## src/kcrt_pkg.sv

```systemverilog
package kcrt_pkg;

  localparam int Capacity = 32;
  localparam int KeyBits  = 8;
  localparam int IdxW     = $clog2(Capacity);
  localparam int CntW     = $clog2(Capacity + 1);

  typedef enum logic [1:0] {
    CMD_SCHED  = 2'd0,
    CMD_KEY    = 2'd1,
    CMD_RETAIN = 2'd2,
    CMD_CLEAR  = 2'd3
  } cmd_t;

  typedef enum logic [1:0] {
    ST_OK      = 2'd0,
    ST_FULL    = 2'd1,
    ST_NOROOM  = 2'd2,
    ST_BADIDX  = 2'd3
  } status_t;

  // one stored entry: present bit, handle, sequence, key, countdown
  typedef struct packed {
    logic                present;
    logic [15:0]         ref_h;
    logic [31:0]         seq;
    logic [KeyBits-1:0]  key;
    logic [15:0]         cd;
  } entry_t;

  typedef enum logic [3:0] {
    S_IDLE,
    S_KRD,
    S_KWR,
    S_KDONE,
    S_ERD,
    S_EOUT,
    S_MRD,
    S_MWR,
    S_OUT,
    S_WAIT
  } state_t;

  // result word as carried to the output register
  typedef struct packed {
    logic            last;
    logic [CntW-1:0] tcount;
    logic [4:0]      idx;
    logic [31:0]     seq;
    logic            present;
    logic [15:0]     ref_h;
    logic            valid;
    logic [1:0]      status;
  } result_t;

endpackage

```

## src/kcrt_store.sv

```systemverilog
module kcrt_store (
  input  logic                    clk,
  input  logic                    we,
  input  logic [kcrt_pkg::IdxW-1:0] waddr,
  input  kcrt_pkg::entry_t        wdata,
  input  logic [kcrt_pkg::IdxW-1:0] raddr,
  output kcrt_pkg::entry_t        rdata
);
  import kcrt_pkg::*;

  entry_t mem [Capacity];

  always_ff @(posedge clk) begin
    if (we) begin
      mem[waddr] <= wdata;
    end
    rdata <= mem[raddr];
  end

endmodule

```

## config.mk

```make
export PLATFORM = sky130hd
export DESIGN_NAME = kcrt_store
export DESIGN_NICKNAME = d
export VERILOG_FILES = /design/src/kcrt_pkg.sv /design/src/kcrt_store.sv
export SDC_FILE = /design/constraint.sdc
export NUM_CORES = 2
export LEC_CHECK = 0
export BUFFER_PORTS_ARGS = -buffer_cell sky130_fd_sc_hd__buf_2
export CAP_MARGIN = 25
export CORE_AREA = 2 2 675 543
export CTS_CLUSTER_DIAMETER = 30
export CTS_CLUSTER_SIZE = 30
export DETAILED_ROUTE_END_ITERATION = 6
export DIE_AREA = 0 0 677 545
export GPL_TIMING_DRIVEN = 0
export PLACE_DENSITY = 0.38
export SLEW_MARGIN = 0
export SYNTH_ARGS = -nofsm -noshare
export SYNTH_HDL_FRONTEND = slang
export SYNTH_SLANG_ARGS = --single-unit
```

## constraint.sdc

```tcl
create_clock -name clk -period 4.7 [get_ports clk]
set_clock_uncertainty 0.2 [all_clocks]
set_input_delay 0.47 -clock clk [delete_from_list [all_inputs] [get_ports clk]]
set_output_delay 0.47 -clock clk [all_outputs]
set_load 0.02 [all_outputs]
```

Yosys cells after proc, flatten, opt, wreduce, memory -nomap -nowiden
Memory sizes are Yosys's and may differ from the RTL's. A register that Yosys moved wholly into a read port is not among the register bits.
Cells that the tools add are included.
Widths: inputs -> output; s select.
- register bits after elaboration: 0
- input bits: 85
- output and inout bits: 73
- memory bits (writable): 2336
- word-level logic and storage cells: 3
- memories: 1
- mux-type cells: 2
- memory list (memory ; words ; bits a word ; read ports ; clocked after Yosys merged registers in ; wr ports ; line ; text):
    mem ; 32 ; 73 ; 1 ; 1 ; 1 ; kcrt_store.sv:11 ; entry_t mem [Capacity];
- operators with widths (kind ; count):
    $mux 1 ; 2

Depth between registers and ports, before layout
- depth after elaboration: 2
- mapped depth: 9
- depth with buffers taken out: 4

Least setup slack after synthesis
OpenSTA, ideal clock, no wires.
- path kind: input to register
- from: input port waddr[1] (netlist bit)
- to: memory mem[12][0] (netlist bit), enable pin
- path buffers: 1
- stages: 3
- setup time: 0.505 ns
- data required time: 3.995 ns
- path slack: -0.183 ns
- arrival time: 4.178 ns
- cell sequence: or3b_2 > clkbuf_1 > nor2_1
- RTL lines (item ; line ; text):
    start: declaration ; kcrt_store.sv:4 ; input logic [kcrt_pkg::IdxW-1:0] waddr,
    end: declaration ; kcrt_store.sv:11 ;
Straight into the memory's write port.

==> flow_metrics.tcl <==
set metrics [dict create \
    critical_path_required_ns 5.25 \
    setup_viol 0 \
    grt_pass1_wl_um 405000 \
    totalWireLength_um 302000 \
    synth-edff-count 2336 \
    clkLatencyLatePin_ns 0.97 \
    fillers 34000 \
    powerDensity_nw_per_um2 526 \
    antenna_found_initial 37 \
    finalHoldViolations 0 \
    path_common_cell "buf_2" \
    drc_errors 0 \
    ys_types 29 \
    max-cap-violations 0 \
    avgSynthCellArea_um2 25.5 \
    ctsHtreeMaxLevel 6 \
    grt_pass1_vias 46400 \
    async_reset_ff_share_pct 0 \
    worstPathMaxFanout 10 \
    nets 4582 \
    post_cts_buffers 0 \
    area.growth.synth_to_final_pct 32.9 \
    fp.dieH_um 545 \
    die_x_um 677 \
    row_count 198 \
    gp_congestion 0.676 \
    yosys-top-cells-count "2336 x edfxtp_1, 683 x mux4_2, 86 x mux2_2" \
    cpMaxStageDelayCell "a221oi_1" \
    start_util_pct 24.9 \
    synth-main-ff-cell "edfxtp_1" \
    cts-root-buf "clkbuf_16" \
    synth_top_area_share_pct 77.8 \
    drive_gt1_share_pct 42.2 \
    hpwl_um 201000 \
    die_area_um2 369000 \
    slew_headroom_pct 29.1 \
    worst_slew_pin_slew_ns 1.06 \
    finalCriticalPeriod_ns 3.65 \
    grt_use_total_pct 16.1 \
    detail_route.wl_per_cell_um 31.0 \
    drv_slew 0 \
    cts_sinks 2409 \
    portBuffers 152 \
    postRouteAntennaNets 0 \
    worstPathArrival_ns 4.20 \
    peakVddDrop_mv 0.313 \
    seq_area_um2 71600 \
    via_per_inst 4.58 \
    hp-class "in2reg" \
    dr.pass1.iters 5 \
    clk_path_buf_depth 4 \
    synth_area_um2 90100 \
    postSynthCellCount 3529 \
    run_status "finished clean" \
    synth_seq_cells 2409 \
    yosysTopAreaCell "edfxtp_1" \
    leakagePower_uw 0.0386 \
    start_kind "primary input" \
    path_cells "buf_2 -> buf_2 -> buf_2 -> buf_2 -> buf_2 -> mux2i_1 -> a221oi_1" \
    yosysMostFrequentCell "edfxtp_1" \
    cts_buffers 521 \
    clk_pin_slew_ns 0.05 \
    final_util_pct 33.1 \
    synthTopCellsByArea "edfxtp_1 78%, mux4_2 17%, dfxtp_1 1.6%" \
    fmax_mhz 274 \
    path_class "in2reg" \
    grt_max_degree 33 \
    multi_input_area_um2 17800 \
    gr-total-overflow 0 \
    drtIter0Drc 5066 \
    cts_tree "built" \
    syn_nets 3614 \
    core_um2 362000 \
    seq_area_frac_synth_pct 79.5 \
    timing.final.crit_share_pct 77.8 \
    place_area_um2 101000 \
    end_kind "register" \
    ys_warn_count 0 \
    postLayoutCellArea_um2 120000 \
    rsz0062_at_grt "no" \
    max_stage_delay_ns 0.75 \
    vias 44500 \
    ios 158 \
]
[stage by stage]
| stage | total power [uW] | setup slack [ns] | instances | hold WS (ns) | setup TNS [ns] |
|---|---|---|---|---|---|
| final | 63000 | 1.05 | 9717 | 0.249 | 0 |
| after global routing | 65100 | 0.776 | 9716 | 0.229 | 0 |
| after CTS | 63800 | 0.911 | 9711 | 0.156 | 0 |
| after detailed placement | 27200 | -0.132 | 8694 | 0.650 | -0.226 |
| after global placement | 27000 | -7.79 | 8481 | 0.664 | - |
| after floorplan | 25700 | -0.183 | 3529 | 0.369 | -112.18 |
[layer usage]
layer / wire length, um / part of all wire [%] / up-vias / GRT usage, %
li1: - / - / 17600 / -
met4: 6040 / 2.0 / 6 / 3.82
met2: 131000 / 44 / 1731 / 23.7
met5: 34 / 0.011 / - / 0
met3: 19700 / 6.5 / 438 / 3.50
met1: 144000 / 48 / 24700 / 24.1
[power by group]
group          switching, uW  internal, uW  total, uW
sequential              81.3         24000      24000
combinational           1650          1070       2720
clock                  12000         24300      36300
[critical path, delay by kind of cell]
kind / cells / cell delay [ns]
AOI/OAI and AO/OA: 1 / 0.75
buffers and inverters: 5 / 2.71
muxes: 1 / 0.18
[cell type report]
class                   count  area share (%)
diodes                      3         0.00627
plain buffers             179           0.795
clock buffers             627            11.5
clock inverters           313            3.07
inverters                   1         0.00313
multi-input cells         940            14.9
flip-flops and latches   2409            59.8
well taps                4800            5.02
repair buffers            445            4.93
[sequential cells by signal, indices dropped and copies added, names as in the netlist]
signal / flops
mem: 2336
rdata: 73
[kinds of logic after synthesis]
kind of cell	count (synthesis)	synth area share (%)
AO/OA/AOI/OAI	61	0.498
buffers and inverters	180	1.04
flip-flops	2409	79.5
multiplexers	816	18.7
AND/OR/NAND/NOR	63	0.336
[final timing paths]
check             slack (ns)                  start                end  depth (start not counted)
setup / recovery        1.05               raddr[2]  rdata[25]$_DFF_P_                          7
hold / removal          0.25               raddr[3]  rdata[65]$_DFF_P_                          3
setup reg to reg        2.58   mem[18][1]$_DFFE_PP_   rdata[1]$_DFF_P_                          3
hold reg to reg         0.63  mem[20][55]$_DFFE_PP_  rdata[55]$_DFF_P_                          4
[cells in the final DEF, fill, tap and decap left out, types with 7 or more instances in the layout]
cell	count
inv_6	31
buf_16	35
clkbuf_16	534
clkinv_8	15
bufinv_16	62
buf_6	7
clkinvlp_4	37
clkinv_4	20
clkbuf_1	144
buf_12	140
buf_1	14
dfxtp_1	73
dlygate4sd3_1	77
inv_16	7
buf_8	39
buf_2	197
nor2_1	7
edfxtp_1	2336
mux2i_1	47
clkbuf_2	11
buf_4	46
o22ai_1	13
mux4_2	683
clkinv_1	60
clkinv_2	78
mux2_2	86
clkbuf_8	7
a221oi_1	17
nor2_4	32
o21ai_0	11
[timing repair]
item,4_1_cts,5_1_grt
hold buffers,77,0
endpoints found under the hold margin,2343,0
resized for setup,0,0
No activity file was read; power rests on OpenSTA's default activity.
